## config.mk

```make
export PLATFORM = sky130hd
export DESIGN_NAME = utf8_text_layout_decoder_core
export DESIGN_NICKNAME = d
export VERILOG_FILES = /design/src/hdl/utdec_pkg.sv /design/src/hdl/utdec_decode.sv /design/src/hdl/utf8_text_layout_decoder_core.sv
export SDC_FILE = /design/constraint.sdc
export NUM_CORES = 1
export LEC_CHECK = 0
export BUFFER_PORTS_ARGS = -buffer_cell sky130_fd_sc_hd__buf_4
export CORE_MARGIN = 3
export CORE_UTILIZATION = 35
export CTS_CLUSTER_SIZE = 40
export DETAILED_ROUTE_END_ITERATION = 10
export RECOVER_POWER = 100
export SLEW_MARGIN = 20
export SYNTH_ARGS = -nofsm -noshare
export SYNTH_HDL_FRONTEND = slang
export SYNTH_HIERARCHICAL = 1
export SYNTH_SLANG_ARGS = --single-unit
```

## constraint.sdc

```tcl
create_clock -name clock -period 8 [get_ports clock]
set_input_delay 0.4 -clock clock [delete_from_list [all_inputs] [get_ports clock]]
set_output_delay 0.4 -clock clock [all_outputs]
set_load 0.005 [all_outputs]
```

## src/hdl/utdec_pkg.sv

```systemverilog
package utdec_pkg;

   // result classes
   localparam logic [2:0] CLASS_ASCII     = 3'd0;
   localparam logic [2:0] CLASS_DEGREE    = 3'd1;
   localparam logic [2:0] CLASS_TWO_BYTE  = 3'd2;
   localparam logic [2:0] CLASS_HANGUL    = 3'd3;
   localparam logic [2:0] CLASS_THREE     = 3'd4;
   localparam logic [2:0] CLASS_TRUNCATED = 3'd5;

   // continuation bytes still awaited
   localparam logic [1:0] PEND_NONE = 2'd0;
   localparam logic [1:0] PEND_ONE  = 2'd1;
   localparam logic [1:0] PEND_TWO  = 2'd2;

   // configuration register indexes
   localparam logic CSR_SCALE    = 1'b0;
   localparam logic CSR_ORIGIN_X = 1'b1;

   localparam logic [15:0] CODE_DEGREE      = 16'h00B0;
   localparam logic [15:0] CODE_HANGUL_LOW  = 16'hAC00;
   localparam logic [15:0] CODE_HANGUL_HIGH = 16'hD7A3;

   typedef struct packed {
      logic [7:0] text_byte;
      logic       end_of_string;
   } req_type;

   typedef struct packed {
      logic [2:0]         char_class;
      logic [15:0]        code_point;
      logic signed [15:0] cursor_x;
      logic [11:0]        advance;
      logic [15:0]        total_width;
      logic               is_last;
   } rsp_type;

   typedef struct packed {
      logic [7:0]         scale;
      logic signed [15:0] origin_x;
   } cfg_type;

endpackage

```

## src/hdl/utdec_decode.sv

```systemverilog
module utdec_decode (
   input  logic              clock,
   input  logic              reset,
   input  logic              step,
   input  utdec_pkg::req_type item,
   input  utdec_pkg::cfg_type cfg,
   output logic              produce,
   output utdec_pkg::rsp_type result
);

   logic [1:0]  pending_ff, pending_in;
   logic [15:0] partial_ff, partial_in;
   logic        three_ff, three_in;
   logic [15:0] wsum_ff, wsum_in;

   logic        done;
   logic [2:0]  cls;
   logic [15:0] code;
   logic [11:0] adv;
   logic [11:0] narrow;
   logic [11:0] wide;
   logic [7:0]  b;
   logic [17:0] cx_wide;
   logic [15:0] cx;
   logic [16:0] tot_wide;
   logic [15:0] tot;

   always_comb begin
      b          = item.text_byte;
      narrow     = {1'b0, cfg.scale, 3'b000};
      wide       = {cfg.scale, 4'b0000};
      pending_in = pending_ff;
      partial_in = partial_ff;
      three_in   = three_ff;
      done       = 1'b0;
      cls        = utdec_pkg::CLASS_ASCII;
      code       = 16'h0000;
      adv        = 12'h000;
      case (pending_ff)
         utdec_pkg::PEND_TWO: begin
            partial_in = partial_ff | {4'b0000, b[5:0], 6'b000000};
            pending_in = utdec_pkg::PEND_ONE;
         end
         utdec_pkg::PEND_ONE: begin
            code = partial_ff | {10'b0, b[5:0]};
            done = 1'b1;
            adv  = narrow;
            if (three_ff) begin
               if (code >= utdec_pkg::CODE_HANGUL_LOW && code <= utdec_pkg::CODE_HANGUL_HIGH) begin
                  cls = utdec_pkg::CLASS_HANGUL;
                  adv = wide;
               end else begin
                  cls = utdec_pkg::CLASS_THREE;
               end
            end else if (code == utdec_pkg::CODE_DEGREE) begin
               cls = utdec_pkg::CLASS_DEGREE;
            end else begin
               cls = utdec_pkg::CLASS_TWO_BYTE;
            end
            pending_in = utdec_pkg::PEND_NONE;
            partial_in = 16'h0000;
            three_in   = 1'b0;
         end
         default: begin
            // lead byte (also taken after the unused pending code)
            if (!b[7]) begin
               done = 1'b1;
               cls  = utdec_pkg::CLASS_ASCII;
               code = {8'h00, b};
               adv  = narrow;
            end else if (b[7:5] == 3'b110) begin
               partial_in = {5'b00000, b[4:0], 6'b000000};
               pending_in = utdec_pkg::PEND_ONE;
               three_in   = 1'b0;
            end else begin
               partial_in = {b[3:0], 12'h000};
               pending_in = utdec_pkg::PEND_TWO;
               three_in   = 1'b1;
            end
         end
      endcase

      // string cut off inside a sequence
      if (!done) begin
         cls  = utdec_pkg::CLASS_TRUNCATED;
         code = partial_in;
         adv  = 12'h000;
      end

      cx_wide = {{2{cfg.origin_x[15]}}, cfg.origin_x} + {2'b00, wsum_ff};
      if (!cx_wide[17] && cx_wide[16:15] != 2'b00) begin
         cx = 16'h7FFF;
      end else if (cx_wide[17] && cx_wide[16:15] != 2'b11) begin
         cx = 16'h8000;
      end else begin
         cx = cx_wide[15:0];
      end

      tot_wide = {1'b0, wsum_ff} + {5'b00000, adv};
      tot      = tot_wide[16] ? 16'hFFFF : tot_wide[15:0];

      produce            = done | item.end_of_string;
      result.char_class  = cls;
      result.code_point  = code;
      result.cursor_x    = cx;
      result.advance     = adv;
      result.total_width = tot;
      result.is_last     = item.end_of_string;

      wsum_in = done ? tot : wsum_ff;
      if (item.end_of_string) begin
         pending_in = utdec_pkg::PEND_NONE;
         partial_in = 16'h0000;
         three_in   = 1'b0;
         wsum_in    = 16'h0000;
      end
   end

   always_ff @(posedge clock) begin
      if (reset) begin
         pending_ff <= utdec_pkg::PEND_NONE;
         partial_ff <= 16'h0000;
         three_ff   <= 1'b0;
         wsum_ff    <= 16'h0000;
      end else if (step) begin
         pending_ff <= pending_in;
         partial_ff <= partial_in;
         three_ff   <= three_in;
         wsum_ff    <= wsum_in;
      end
   end

endmodule

```

## src/hdl/utf8_text_layout_decoder_core.sv

```systemverilog
// UTF-8 text layout decoder.
// req channel (valid/ready): one string byte per transaction, with an
// end_of_string flag on the final byte. rsp channel (valid/ready): one
// transaction per completed character with class, code point, cursor x,
// advance and running string width; a string cut off inside a sequence
// ends with a truncated-class transaction of zero advance.
// csr port: index 0 scale (0 stored as 1), index 1 signed origin_x; write
// only while the block is idle.
// A byte taken into the input register is decoded and its result loaded
// into the output register. Throughput: one byte per cycle while no result
// waits on rsp_ready, through the single decode-and-add path between them.
// Lead and middle bytes of a sequence give no result.
// Reset clears the string state, the pipeline valids, scale to 1 and
// origin_x to 0. When rsp_ready is low, the result holds in the output
// register; lead and middle bytes still pass, the next byte that completes
// a character waits in the input register, then req_ready drops until the
// result is taken.
module utf8_text_layout_decoder_core (
   input  logic               clock,
   input  logic               reset,
   input  logic               req_valid,
   output logic               req_ready,
   input  utdec_pkg::req_type req_data,
   output logic               rsp_valid,
   input  logic               rsp_ready,
   output utdec_pkg::rsp_type rsp_data,
   input  logic               csr_wr_en,
   input  logic               csr_index,
   input  logic [15:0]        csr_wr_data
);

   logic               in_vld_ff;
   utdec_pkg::req_type in_item_ff;
   logic               rsp_vld_ff;
   utdec_pkg::rsp_type rsp_item_ff;
   logic [7:0]         scale_ff;
   logic [15:0]        origin_ff;

   utdec_pkg::cfg_type cfg;
   utdec_pkg::rsp_type result;
   logic               produce;
   logic               out_free;
   logic               step;

   assign cfg.scale    = scale_ff;
   assign cfg.origin_x = origin_ff;
   assign out_free     = !rsp_vld_ff || rsp_ready;
   assign step         = in_vld_ff && (out_free || !produce);
   assign req_ready    = !in_vld_ff || step;
   assign rsp_valid    = rsp_vld_ff;
   assign rsp_data     = rsp_item_ff;

   utdec_decode u_decode (
      .clock   (clock),
      .reset   (reset),
      .step    (step),
      .item    (in_item_ff),
      .cfg     (cfg),
      .produce (produce),
      .result  (result)
   );

   always_ff @(posedge clock) begin
      if (reset) begin
         in_vld_ff <= 1'b0;
      end else if (req_valid && req_ready) begin
         in_vld_ff <= 1'b1;
      end else if (step) begin
         in_vld_ff <= 1'b0;
      end
   end

   always_ff @(posedge clock) begin
      if (req_valid && req_ready) begin
         in_item_ff <= req_data;
      end
   end

   always_ff @(posedge clock) begin
      if (reset) begin
         rsp_vld_ff <= 1'b0;
      end else if (step && produce) begin
         rsp_vld_ff <= 1'b1;
      end else if (rsp_ready) begin
         rsp_vld_ff <= 1'b0;
      end
   end

   always_ff @(posedge clock) begin
      if (step && produce) begin
         rsp_item_ff <= result;
      end
   end

   always_ff @(posedge clock) begin
      if (reset) begin
         scale_ff  <= 8'd1;
         origin_ff <= 16'h0000;
      end else if (csr_wr_en) begin
         case (csr_index)
            utdec_pkg::CSR_SCALE: begin
               scale_ff <= (csr_wr_data[7:0] == 8'd0) ? 8'd1 : csr_wr_data[7:0];
            end
            utdec_pkg::CSR_ORIGIN_X: begin
               origin_ff <= csr_wr_data;
            end
            default: begin
               scale_ff <= scale_ff;
            end
         endcase
      end
   end

   // zero scale is never stored
   a_scale_nonzero: assert property (@(posedge clock) disable iff (reset)
      scale_ff != 8'd0)
      else $error("scale register holds zero");

   a_trunc_shape: assert property (@(posedge clock) disable iff (reset)
      rsp_valid && rsp_data.char_class == utdec_pkg::CLASS_TRUNCATED |->
         rsp_data.is_last && rsp_data.advance == 12'h000)
      else $error("truncated result not last or with nonzero advance");

   a_total_covers_advance: assert property (@(posedge clock) disable iff (reset)
      rsp_valid |-> {4'h0, rsp_data.advance} <= rsp_data.total_width)
      else $error("running width below character advance");

   // a producing decode must land in the output register
   a_result_loaded: assert property (@(posedge clock) disable iff (reset)
      step && produce |=> rsp_valid)
      else $error("decoded result lost");

endmodule
```

**After elaboration in Yosys (flattened, before gate mapping)**

Cells that the tools add are included.

- Flip-flop bits (word level): 134
- Input port bits: 31
- Output and inout bits: 66
- Word-level logic and storage cells: 92

- $add $sub $neg: 2
- Magnitude comparators: 2
- Equal/unequal tests: 6
- Muxes and demuxes: 35
- Bitwise operators: 4
- Reduce and logical (&&, ||, !) cells: 26

Operators with widths:

| cell | count |
|---|---|
| 16-bit two-way mux | 8 |
| 16-bit case mux with 2 select lines | 2 |
| 12-bit two-way mux | 3 |
| 12-bit case mux with 2 select lines | 1 |
| 16-bit by 17-bit adder with 18-bit output | 1 |
| 16-bit by 12-bit adder with 17-bit output | 1 |
| 16-bit by 8-bit equality test with 1-bit output, second input constant | 1 |
| 16-bit >= comparator, second input constant | 1 |
| 16-bit <= comparator, second input constant | 1 |
| 16-bit by 12-bit bitwise OR with 16-bit output | 1 |
| 16-bit by 6-bit bitwise OR with 16-bit output | 1 |
| 11-bit two-way mux | 1 |
| 2-bit AND reduction | 5 |
| 3-bit two-way mux | 3 |
| 8-bit zero test | 1 |
| 1-bit two-way mux | 8 |
| 2-bit two-way mux | 4 |
| 8-bit two-way mux | 1 |
| 2-bit nonzero test | 4 |
| 7-bit two-way mux | 1 |
| 1-bit logical AND | 6 |
| 1-bit zero test | 4 |
| 2-bit != test, second input constant | 2 |
| 1-bit case mux with 2 select lines | 2 |
| 10 further kinds | 12 |

**Depth between registers and ports, before layout**

Gate-level depths: netlist of the first run.

- Word-level depth: 11
- Mapped depth: 18
- Mapped depth without buffers: 17

**By module**

The synthesis of the first run kept the hierarchy.

Modules (own cells, without submodules):

| module | times used | cells an instance | area an instance (µm²) | sequential area each (µm²) |
|---|---|---|---|---|
| utdec_decode | 1 | 455 | 3549.7 | 700.7 |
| utf8_text_layout_decoder_core | 1 | 196 | 3208.1 | 2712.6 |

**Worst setup path before layout of the first run**

No wires, ideal clock.

- Path type: register -> register
- Start point: register u_decode.pending_ff[0]
- End point: register rsp_item_ff, in the netlist rsp_data[0], enable pin
- Library setup time: 0.487 ns
- Arrival: 3.945 ns
- Data required time: 7.513 ns
- Path slack: 3.568 ns
- Stages on the path, launching flop included: 9
- Path buffers: 1
- Period minus slack after synthesis: 4.432 ns
- Path through: dfxtp_1 -> inv_1 -> ha_1 -> buf_2 -> nand2_1 -> o21ai_1 -> nand2b_1 -> nand2_1 -> nor2_1

- Longest elaborated chain between the ends: 7
- Elaborated cells between the ends (all ways): 8
- Those cells by class: eq/ne: 2; mux: 1; bitwise: 1; reduce/logical: 4

Ends and longest elaborated chain:

| what | line | text |
|---|---|---|
| start: declaration | utdec_decode.sv:11 | `logic [1:0] pending_ff, pending_in;` |
| start signal: assignment | utdec_decode.sv:121 | `pending_ff <= utdec_pkg::PEND_NONE;` |
| start signal: assignment | utdec_decode.sv:126 | `pending_ff <= pending_in;` |
| 2-bit by 1-bit equality test with 1-bit output / 2-bit equality test (equally long branches) | utdec_decode.sv:39 | `case (pending_ff)` |
| 1-bit case mux with 2 select lines * | utdec_decode.sv:39 |  |
| 1-bit bitwise OR * | utdec_decode.sv:102 | `produce = done \| item.end_of_string;` |
| named net produce | utf8_text_layout_decoder_core.sv:41 | `logic produce;` |
| 1-bit zero test | utf8_text_layout_decoder_core.sv:48 | `assign step = in_vld_ff && (out_free \|\| !produce);` |
| 1-bit logical OR | utf8_text_layout_decoder_core.sv:48 |  |
| 1-bit logical AND | utf8_text_layout_decoder_core.sv:48 |  |
| 1-bit logical AND * | utf8_text_layout_decoder_core.sv:90 | `if (step && produce) begin` |
| end signal: assignment | utf8_text_layout_decoder_core.sv:91 | `rsp_item_ff <= result;` |
| end: declaration | utf8_text_layout_decoder_core.sv:35 | `utdec_pkg::rsp_type rsp_item_ff;` |

Mark *: on every way through the listed nets, which the timed path passes. The rest lies on a longest branch.
A chain may end at the register's enable or synchronous reset.

**Worst setup path after layout of the first run**

- Start point: register u_decode.pending_ff[0]
- End point: register rsp_item_ff, in the netlist rsp_data[42], enable pin

Same word-level chain as after synthesis.

==> results of run 1 <==
synthesized netlist by cell type (7+ instances only):
cell type | number | area [sq um]
xor2_1 | 7 | 61.3
nand2_1 | 87 | 327
xnor2_1 | 11 | 96.3
a22oi_1 | 14 | 105
a21o_1 | 11 | 82.6
nand2b_1 | 11 | 68.8
a211oi_1 | 8 | 60.1
inv_1 | 20 | 75.1
edfxtp_1 | 73 | 2190
nor3_1 | 11 | 55.1
o21ai_1 | 9 | 45.0
a22o_1 | 19 | 166
ha_1 | 28 | 350
o21ai_0 | 25 | 125
nor2_1 | 37 | 139
buf_2 | 9 | 45.0
clkbuf_1 | 9 | 33.8
dfxtp_1 | 61 | 1220
and2_1 | 10 | 62.6
a21oi_1 | 50 | 250
a31oi_1 | 7 | 43.8
o21a_1 | 10 | 75.1
a211oi_2 | 9 | 113
a21oi_2 | 11 | 96.3
worst max-delay path: cells and delay by family, from the launching register on:
kind / cells / cell delay (ns)
flops: 1 / 0.35
compound gates: 1 / 0.20
fa+ha+maj: 1 / 0.48
buf+inv: 2 / 1.85
simple gates: 4 / 2.09
area by class of cell:
type	instances	area share, %
Tap cell	260	4.01
Multi-Input combinational cell	471	37.1
Clock buffer	19	5.58
Timing Repair Buffer	99	8.64
Inverter	20	0.924
Clock inverter	13	1.76
Sequential cell	134	42.0
logic make-up (layout without fill, tap and decap cells):
kind of cell	Yosys count	after routing	synth area share (%)
adders and majority gates	30	30	5.78
muxes	7	7	1.06
DFF	134	134	50.5
and+or+nand+nor	202	202	14.2
xor gates and xnor gates	19	19	2.57
AOI/OAI and AO/OA	210	210	22.1
other	1	3	0.0555
buffers and inverters	48	151	3.80
stage by stage:
stage	hold WS, ns	area, sq um	utilization (%)	total power [uW]	std cells
floorplan	0.441	6770	-	868	653
global placement	0.462	7660	40.7	928	984
detailed placement	0.464	7660	40.7	928	984
CTS	0.130	8260	43.8	1720	1016
global route	0.154	8120	43.1	1760	1016
finish	0.171	8120	43.1	1700	1016
state kept, by name (all words and copies together) (netlist names):
signal               count
rsp_valid                1
rsp_data                64
in_item_ff               9
u_decode/pending_ff      2
in_vld_ff                1
origin_ff               16
u_decode/wsum_ff        16
u_decode/partial_ff     16
u_decode/three_ff        1
scale_ff                 8
worst max path at each step:
stage / start / end / slack, ns
floorplan: u_decode/pending_ff[0] / rsp_data[0] / 3.57
global placement: in_item_ff[3] / rsp_data[14] / 3.92
detailed placement: in_item_ff[3] / rsp_data[14] / 3.87
CTS: in_item_ff[3] / rsp_data[14] / 3.80
global route: u_decode/pending_ff[0] / rsp_data[41] / 1.85
finish: u_decode/pending_ff[0] / rsp_data[42] / 2.55
per-layer routing:
metal	share of wire [%]	vias up
met5	0	-
met4	1.9	0
met3	5.5	23
met2	44	179
met1	48	2461
li1	-	2586
power breakdown:
group | internal, uW | total (uW) | switching, uW
sequential | 759 | 776 | 17.3
combinational | 54.3 | 128 | 73.9
clock | 479 | 791 | 312
total | 1290 | 1700 | 403
==> summary.txt, run 1 <==
Logic synthesis
  – Post-synth EDFFs: 73
  – YS warnings: 6
  – Post-synth ARST share: 0%
  – Seq/Total Area, Yosys: around 51%
  – Avg Synthesized Cell Area: slightly above 10 sq um
  – Synth cell types: 69
  – Main synth FF type: edfxtp_1
  – Synth Cell Area: 6760 sq um
  – Cells after Synth: approximately 650
  – #FFs+latches synth: approximately 130

Floorplan
  – Initial core utilization: 35.9%
  – Core Box Area: ~19000 sq um
  – Std-Cell Rows: 50
  – Die H: 145 um
  – IO Count: 97
  – Die Wd: 145 um
  – Die area: around 21000 sq um

Global routing
  – Total gr overflow: 0
  – First-pass GRT wire length: about 27000 um
  – Vias in the first global route: ~4.9k
  – Grt met3 use: under 10%
  – Met2 usage: between 20 and 25%
  – GR Util All Layers: 15.9%
  – Initial antenna violation count: 0
  – Largest net degree at the start of global routing: 45
  – Busiest layer in global routing: met2
  – M1 GR Usage: between 20% and 30%

Clock network
  – Total clock sinks: 134
  – CTS HTree Levels: 4
  – TritonCTS clock tree: built
  – Cts repair resizes: 0
  – Root Buffer: clkbuf_16
  – Clock latency at the later pin of the worst-skew pair: roughly 0.42 ns
  – Inserted Clock Buffers: 17
  – Post-CTS Hold Buffers: 0
  – Clock-pin slew on the worst setup and hold paths: 0.06 ns
  – Max Buffers Root-to-Sink: 2
  – Setup Fix Bufs, Post-CTS: 0

STA
  – Headroom to the max-slew limit: -60.2%
  – Final Max Tran Viols: 67
  – Final Hold Vio Count: 0
  – Final setup vio count: 0
  – Least-Margin Pin Slew: ~2.4 ns
  – Fin worst setup slack: between 2 and 3 ns
  – Min Tclk post-route: between 5 and 6 ns
  – Setup TNS: 0 ns
  – RSZ-0062 raised after global routing: no
  – Layout Skew: between 0.009 and 0.01 ns
  – Fmax: around 180 MHz
  – Fin crit share: roughly two thirds

Cells and area
  – Final nets: between 800 and 900
  – Area occupied by multi-input gates: approximately 3000 sq um
  – Filler cell count: around 1.9k
  – Antenna cells: 0
  – Area Overhead vs Synth: 20.2%
  – Share of cells above drive strength 1: between 10% and 20%
  – Most common cell after layout, fill and taps aside: nand2_1
  – Commonest non-fill, non-tap cells in the layout: nand2_1, edfxtp_1, clkbuf_4
  – Register area: approximately 3400 sq um

Detailed routing
  – Post-DR vias/cell: between 5 and 6
  – Final WL: between 15000 and 20000 um
  – Wire length per cell: 16.6 um
  – DRT Pass-1 Iters: 6
  – DR vias: approximately 5.2k
  – DR iter-0 viols: approximately 330
  – DRC viols: 0
  – Routed Antenna Nets: 0

Worst setup path
  – FF-to-FF End: rsp_data[42]
  – Slowest stage cell, crit path: clkbuf_1
  – Critical Path Start Type: flop
  – Reg-to-reg startpoint: u_decode/pending_ff[0]
  – CP Max Fanout: 42
  – Cell Chain, Critical Path: inv_1 -> ha_1 -> nand2_1 -> o21ai_0 -> nand2b_1 -> nand2_1 -> nor2_1 -> clkbuf_1
  – Worst Path Arrival: 5.44 ns
  – Data required, critical path: 7.99 ns
  – Worst setup EP type: flop
  – CP Class: reg2reg
  – CP most frequent cell: nand2_1
  – Worst path max stage delay: roughly 1.8 ns
  – R2r setup slk: roughly 2.5 ns
  – Reg2Reg Depth: 8

Min path
  – Hold endpoint: in_item_ff[1]
  – Hold path start: req_data[1]
  – Hold Path Depth: 1
  – Worst min path class: in2reg

Outcome
  – Run status: finished with violations
  – Failing checks: capacitance limit, slew limit

Place
  – Pre-CTS setup slack: 3.87 ns
  – GPL Wtd Cong: about 0.86
  – Hpwl dp: roughly 12000 um
  – Buffers on Ports: 96

Pwr
  – Pwr dens: between 200 and 250 nW/um^2
  – Pleak: approximately 0.0031 uW
  – Max VDD drop: around 0.13 mV

Flow run
  – Max_cap viols: 2
Power figures use the tool's default switching activity.
==> run 2, diff against run 1 <==
clock period = 4.6 ns   (was 8 ns; I/O delays follow)
==> run 2 against run 1 <==
Net effect: die area unchanged; count of clock-buffer cells in the layout is 2 higher; the flow still finishes with violations (capacitance limit, slew limit); clock skew rose by 0.0053 ns.
==> summary.txt, run 2 (synthesis gave the netlist of run 1 again) <==
Min path
  – Hold path start: csr_wr_data[13]
  – Hold Path Depth: 3
  – Hold endpoint: origin_ff[13]
  – Worst min path class: in2reg

Place
  – GPL Wtd Cong: 0.886
  – Hpwl dp: 12300 um
  – Buffers on Ports: 96

STA
  – Final setup vio count: 0
  – Final Hold Vio Count: 0
  – Setup TNS: 0 ns
  – RSZ-0062 raised after global routing: no
  – Fin crit share: between 80% and 90%
  – Layout Skew: between 0.015 and 0.02 ns
  – Least-Margin Pin Slew: 1.72 ns
  – Min Tclk post-route: just over 4 ns
  – Final Max Tran Viols: 19
  – Final Hold Slack: around 0.064 ns
  – Headroom to the max-slew limit: -15.3%
  – Fmax: 243 MHz

Worst setup path
  – R2r setup slk: just under 0.5 ns
  – CP Class: reg2reg
  – Cell Chain, Critical Path: inv_1 -> ha_1 -> clkbuf_1 -> nor2b_1 -> clkbuf_1 -> nand2_1 -> o21ai_0 -> ha_1 -> a211oi_1 -> o21bai_1 -> and3_1 -> nor2_2 -> o21ai_0 -> a21o_1
  – Worst setup EP type: flop
  – Data required, critical path: roughly 4.8 ns
  – Critical Path Start Type: flop
  – Reg-to-reg startpoint: u_decode/pending_ff[0]
  – FF-to-FF End: rsp_data[14]
  – CP Max Fanout: 17
  – Worst path max stage delay: roughly 0.53 ns
  – Reg2Reg Depth: 14
  – Worst Path Arrival: roughly 4.3 ns
  – Slowest stage cell, crit path: clkbuf_1

Cells and area
  – Commonest non-fill, non-tap cells in the layout: nand2_1, edfxtp_1, clkbuf_4
  – Filler cell count: between 1.5k and 2k
  – Area Overhead vs Synth: 23.1%
  – Most common cell after layout, fill and taps aside: nand2_1
  – Antenna cells: 0
  – Number of flip-flops in the largest register: 64
  – Final nets: around 820
  – Share of cells above drive strength 1: 18.9%

Outcome
  – Failing checks: capacitance limit, slew limit
  – Run status: finished with violations

Clock network
  – CTS HTree Levels: 4
  – Max Buffers Root-to-Sink: 2
  – Setup Fix Bufs, Post-CTS: 0
  – Clock-pin slew on the worst setup and hold paths: 0.06 ns
  – Root Buffer: clkbuf_16
  – Clock latency at the later pin of the worst-skew pair: 0.42 ns
  – Inserted Clock Buffers: 17
  – Total clock sinks: 134
  – TritonCTS clock tree: built

Pwr
  – Comb power frac: 7.4%
  – Int Pwr: approximately 2400 uW
  – Flop pwr share: 43.6%
  – Pwr dens: roughly 370 nW/um^2
  – Sw Share: about 22%
  – Clock network power share: roughly half
  – Max VDD drop: between 0.2 and 0.3 mV
  – Pleak: between 0.003 and 0.004 uW
  – Psw: 682 uW

Global routing
  – Vias in the first global route: between 4k and 5k
  – Largest net degree at the start of global routing: 47
  – First-pass GRT wire length: ~27000 um
  – Initial antenna violation count: 0
  – GR Util All Layers: 16.2%
  – Total gr overflow: 0

Floorplan
  – Std-Cell Rows: 50
  – Die H: between 100 and 150 um
  – Die area: 21000 sq um
  – Die Wd: between 100 and 150 um
  – Initial core utilization: approximately 36%
  – Core Box Area: between 15000 and 20000 sq um
  – IO Count: 97

Detailed routing
  – DR vias: 5228
  – Routed Antenna Nets: 0
  – DRT Pass-1 Iters: 5
  – DR iter-0 viols: about 310
  – Final WL: ~17000 um
  – DRC viols: 0
  – Post-DR vias/cell: approximately 5.1
  – Wire length per cell: 16.3 um

Flow run
  – Max_cap viols: 1
==> run 2: repair_timing <==
| item | CTS | global route |
|---|---|---|
| hold endpoints to repair | 9 | 0 |
| resized for setup | 0 | 0 |
| hold buffers | 9 | 0 |
==> run 2: worst max path at each step <==
| stage | slack (ns) | end | from |
|---|---|---|---|
| after CTS | 0.66 | rsp_data[14] | in_item_ff[3] |
| after global routing | 0.14 | u_decode/partial_ff[2] | u_decode/pending_ff[0] |
| final | 0.48 | rsp_data[14] | u_decode/pending_ff[0] |
| after global placement | 0.74 | rsp_data[14] | in_item_ff[3] |
| after detailed placement | 0.67 | rsp_data[14] | in_item_ff[3] |
| after floorplan | 0.17 | rsp_data[0] | u_decode/pending_ff[0] |
==> run 2: area by class of cell <==
class | count | area, sq um | share of cell area, %
Clock inverter | 11 | 198 | 2.38
Tap cell | 260 | 325 | 3.91
Inverter | 20 | 75.1 | 0.902
Multi-Input combinational cell | 471 | 3020 | 36.2
Sequential cell | 134 | 3410 | 41.0
Timing Repair Buffer | 111 | 835 | 10.0
Clock buffer | 21 | 460 | 5.53
==> run 2: per-layer routing <==
layer / share of wire [%] / wire [um] / GRT usage, %
met1: 49 / 8170 / 22.6
met2: 45 / 7620 / 25.1
met3: 4.5 / 761 / 3.50
met4: 1.4 / 238 / 5.27
met5: 0 / 0 / 0
==> run 2: power groups by stage <==
stage                     sequential [uW]  combinational, uW  clock, uW
after detailed placement             1370                241          0
after global placement               1380                241          0
after floorplan                      1370                141          0
after global routing                 1350                258       1590
final                                1350                230       1520
after CTS                            1350                249       1550
==> run 2: critical path: cells and delay by family (launching register included) <==
family | cells | cell delay (ns)
adder cells (fa/ha/maj) | 2 | 0.60
buffers and inverters | 3 | 1.06
AO/OA/AOI/OAI | 5 | 0.95
AND/OR/NAND/NOR | 4 | 0.92
flip-flops | 1 | 0.35
==> run 2: metrics by stage <==
stage / total power (uW) / cells / util [%] / cell area [sq um] / setup WS (ns)
after floorplan: 1510 / 653 / - / 6770 / 0.168
after global placement: 1620 / 987 / 40.9 / 7690 / 0.743
after detailed placement: 1620 / 987 / 40.9 / 7690 / 0.671
after CTS: 3150 / 1028 / 44.8 / 8440 / 0.659
after global routing: 3200 / 1028 / 44.2 / 8320 / 0.138
final: 3100 / 1028 / 44.2 / 8320 / 0.481
==> run 3, diff against run 2 <==
SYNTH_HIERARCHICAL = default   (was 1)
==> run 3 against run 2 <==
Net effect: the run still ends with capacitance limit, slew limit left; routed wire length increased by 1.6%; worst hold slack worse by 0.0020 ns; setup slack got worse by 0.15 ns; largest cell class unchanged; largest power group is now registers.
==> summary.txt, run 3 <==
Logic synthesis
  – #FFs+latches synth: approximately 130
  – Synth Cell Area: ~6400 sq um
  – Post-synth ARST share: 0%
  – Seq/Total Area, Yosys: 51.9%
  – Commonest cells in the netlist: nand2_1, edfxtp_1, a21oi_1, dfxtp_1, nor2_1
  – Cell taking the most area after synthesis: edfxtp_1
  – Top post-synthesis cells by area: edfxtp_1, dfxtp_1, ha_1
  – Top-area cell type share of the netlist area: between 30% and 40%
  – Top-count cell post-synth: nand2_1
  – Avg Synthesized Cell Area: slightly above 10 sq um
  – Post-synth EDFFs: 70
  – Synth cell types: slightly below 70
  – YS warnings: 0
  – Cells after Synth: ~620
  – Main synth FF type: edfxtp_1

STA
  – Least-Margin Pin Slew: about 1.7 ns
  – Final setup vio count: 0
  – Final Hold Slack: 0.0624 ns
  – Min Tclk post-route: ~4.3 ns
  – Final Max Tran Viols: 63
  – Fin crit share: between 90% and 100%
  – RSZ-0062 raised after global routing: no
  – Setup TNS: 0 ns
  – Headroom to the max-slew limit: -11.6%
  – Fmax: between 200 and 250 MHz
  – Layout Skew: about 0.011 ns
  – Final Hold Vio Count: 0

Global routing
  – Vias in the first global route: 5049
  – First-pass GRT wire length: ~27000 um
  – Initial antenna violation count: 0
  – Largest net degree at the start of global routing: 63
  – GR Util All Layers: ~17%
  – Total gr overflow: 0

Detailed routing
  – Routed Antenna Nets: 0
  – DR vias: ~5k
  – DRT Pass-1 Iters: 4
  – Post-DR vias/cell: 5.30
  – DR iter-0 viols: between 300 and 400
  – DRC viols: 0
  – Final WL: roughly 17000 um
  – Wire length per cell: 17.7 um

Worst setup path
  – Crit. Startpoint: u_decode.pending_ff[0]
  – Critical Path Start Type: flop
  – Worst Path Arrival: 4.45 ns
  – Worst setup EP type: flop
  – CP Class: reg2reg
  – Data required, critical path: around 4.8 ns
  – CP Max Fanout: 16
  – Reg-to-reg startpoint: u_decode.pending_ff[0]

Floorplan
  – Std-Cell Rows: 48
  – Initial core utilization: around 36%
  – Die area: 19900 sq um
  – Die Wd: between 100 and 150 um
  – Core Box Area: 17600 sq um
  – IO Count: 97
  – Die H: about 140 um

Cells and area
  – Antenna cells: 0
  – Area Overhead vs Synth: 22.6%
  – Number of flip-flops in the largest register: 61
  – Share of cells above drive strength 1: around 17%
  – Fin area: 7850 sq um
  – Filler cell count: around 1.7k
  – Most common cell after layout, fill and taps aside: nand2_1
  – Commonest non-fill, non-tap cells in the layout: nand2_1, edfxtp_1, a21oi_1
  – Final nets: about 790

Place
  – Hpwl dp: between 10000 and 15000 um
  – Placed cell area: 7330 sq um
  – GPL Wtd Cong: 0.910
  – Buffers on Ports: 93

Pwr
  – Pleak: around 0.0030 uW
  – Pwr dens: roughly 360 nW/um^2
  – Pwr Total: 2820 uW
  – Max VDD drop: ~0.27 mV

Clock network
  – Setup Fix Bufs, Post-CTS: 0
  – TritonCTS clock tree: built
  – Inserted Clock Buffers: 17
  – CTS HTree Levels: 4
  – Clock-pin slew on the worst setup and hold paths: 0.06 ns
  – Clock latency at the later pin of the worst-skew pair: around 0.42 ns
  – Total clock sinks: 131
  – Max Buffers Root-to-Sink: 2
  – Root Buffer: clkbuf_16

Flow run
  – Max_cap viols: 1

Min path
  – Worst min path class: in2reg
  – Hold path start: csr_wr_data[14]

Outcome
  – Failing checks: capacitance limit, slew limit
  – Run status: finished with violations
-- run 3: cell count changes in the layout (fill, tap and decap cells not counted), moves of 5 or more --
| cell | change |
|---|---|
| a211oi_1 | -13 |
| or3_1 | -5 |
| a22o_1 | +6 |
| a21oi_1 | +10 |
| clkbuf_4 | -12 |
| clkbuf_1 | +12 |
| mux2i_1 | -6 |
-- run 3: area by class of cell --
| class | count | area [sq um] | area share (%) |
|---|---|---|---|
| Tap cell | 225 | 282 | 3.59 |
| Clock inverter | 8 | 75.1 | 0.956 |
| Timing Repair Buffer | 107 | 752 | 9.58 |
| Clock buffer | 24 | 493 | 6.28 |
| Inverter | 21 | 78.8 | 1.00 |
| Multi-Input combinational cell | 450 | 2850 | 36.3 |
| Sequential cell | 131 | 3320 | 42.3 |
-- run 3: where the power goes --
part	switching, uW	internal [uW]	total [uW]
Combinational	123	86.9	210
Clock	495	802	1300
Sequential	28.2	1280	1310
Total	647	2170	2820
-- run 3: cell families after synthesis --
logic type | after synthesis | share of synthesized area (%)
DFF | 131 | 51.9
AOI/OAI and AO/OA | 193 | 20.7
xor gates and xnor gates | 19 | 3.01
and+or+nand+nor | 203 | 14.8
buffers and inverters | 44 | 2.99
other | 1 | 0.0586
adders and majority gates | 30 | 6.10
muxes | 2 | 0.352
-- run 3: critical path, cell delays in order (launching register included) --
cell and delay, ns:
dfxtp_1 0.35, inv_1 0.05, ha_1 0.50, or2b_2 0.41, nand2_2 0.14, o31a_1 0.34, and2_1 0.22, ha_1 0.17
inv_1 0.06, fa_1 0.38, nor2b_1 0.15, o21a_1 0.17, o21ai_1 0.09, a31oi_1 0.32, a21oi_1 0.18, nor2_1 0.14
mux2_2 0.35
-- run 3: what timing repair did --
item	CTS	global route
setup endpoints to repair	0	17
endpoints found under the hold margin	9	0
hold buffers	9	0
resized for setup	0	1
-- run 3: final timing paths --
kind | to | slack, ns | cells after the start
worst max-delay path | rsp_data[16] | 0.33 | 16
worst min-delay path | origin_ff[14] | 0.06 | 3
worst max register to register | rsp_data[16] | 0.33 | 16
worst min register to register | origin_ff[12] | 0.46 | 2
-- run 3: layer usage --
layer | global-route usage (%) | vias to the layer above | wire, um
met5 | 0 | - | 0
met4 | 5.86 | 0 | 382
met3 | 4.78 | 29 | 1040
met2 | 26.6 | 164 | 7700
met1 | 24.0 | 2427 | 7930
li1 | - | 2499 | -
-- run 3: through the flow --
| step | utilization [%] | instances | setup WS, ns |
|---|---|---|---|
| floorplan | - | 625 | 0.899 |
| global placement | 41.6 | 925 | 0.417 |
| detailed placement | 41.7 | 925 | 0.272 |
| CTS | 45.4 | 966 | 0.255 |
| global route | 44.6 | 966 | 0.00862 |
| finish | 44.6 | 966 | 0.327 |
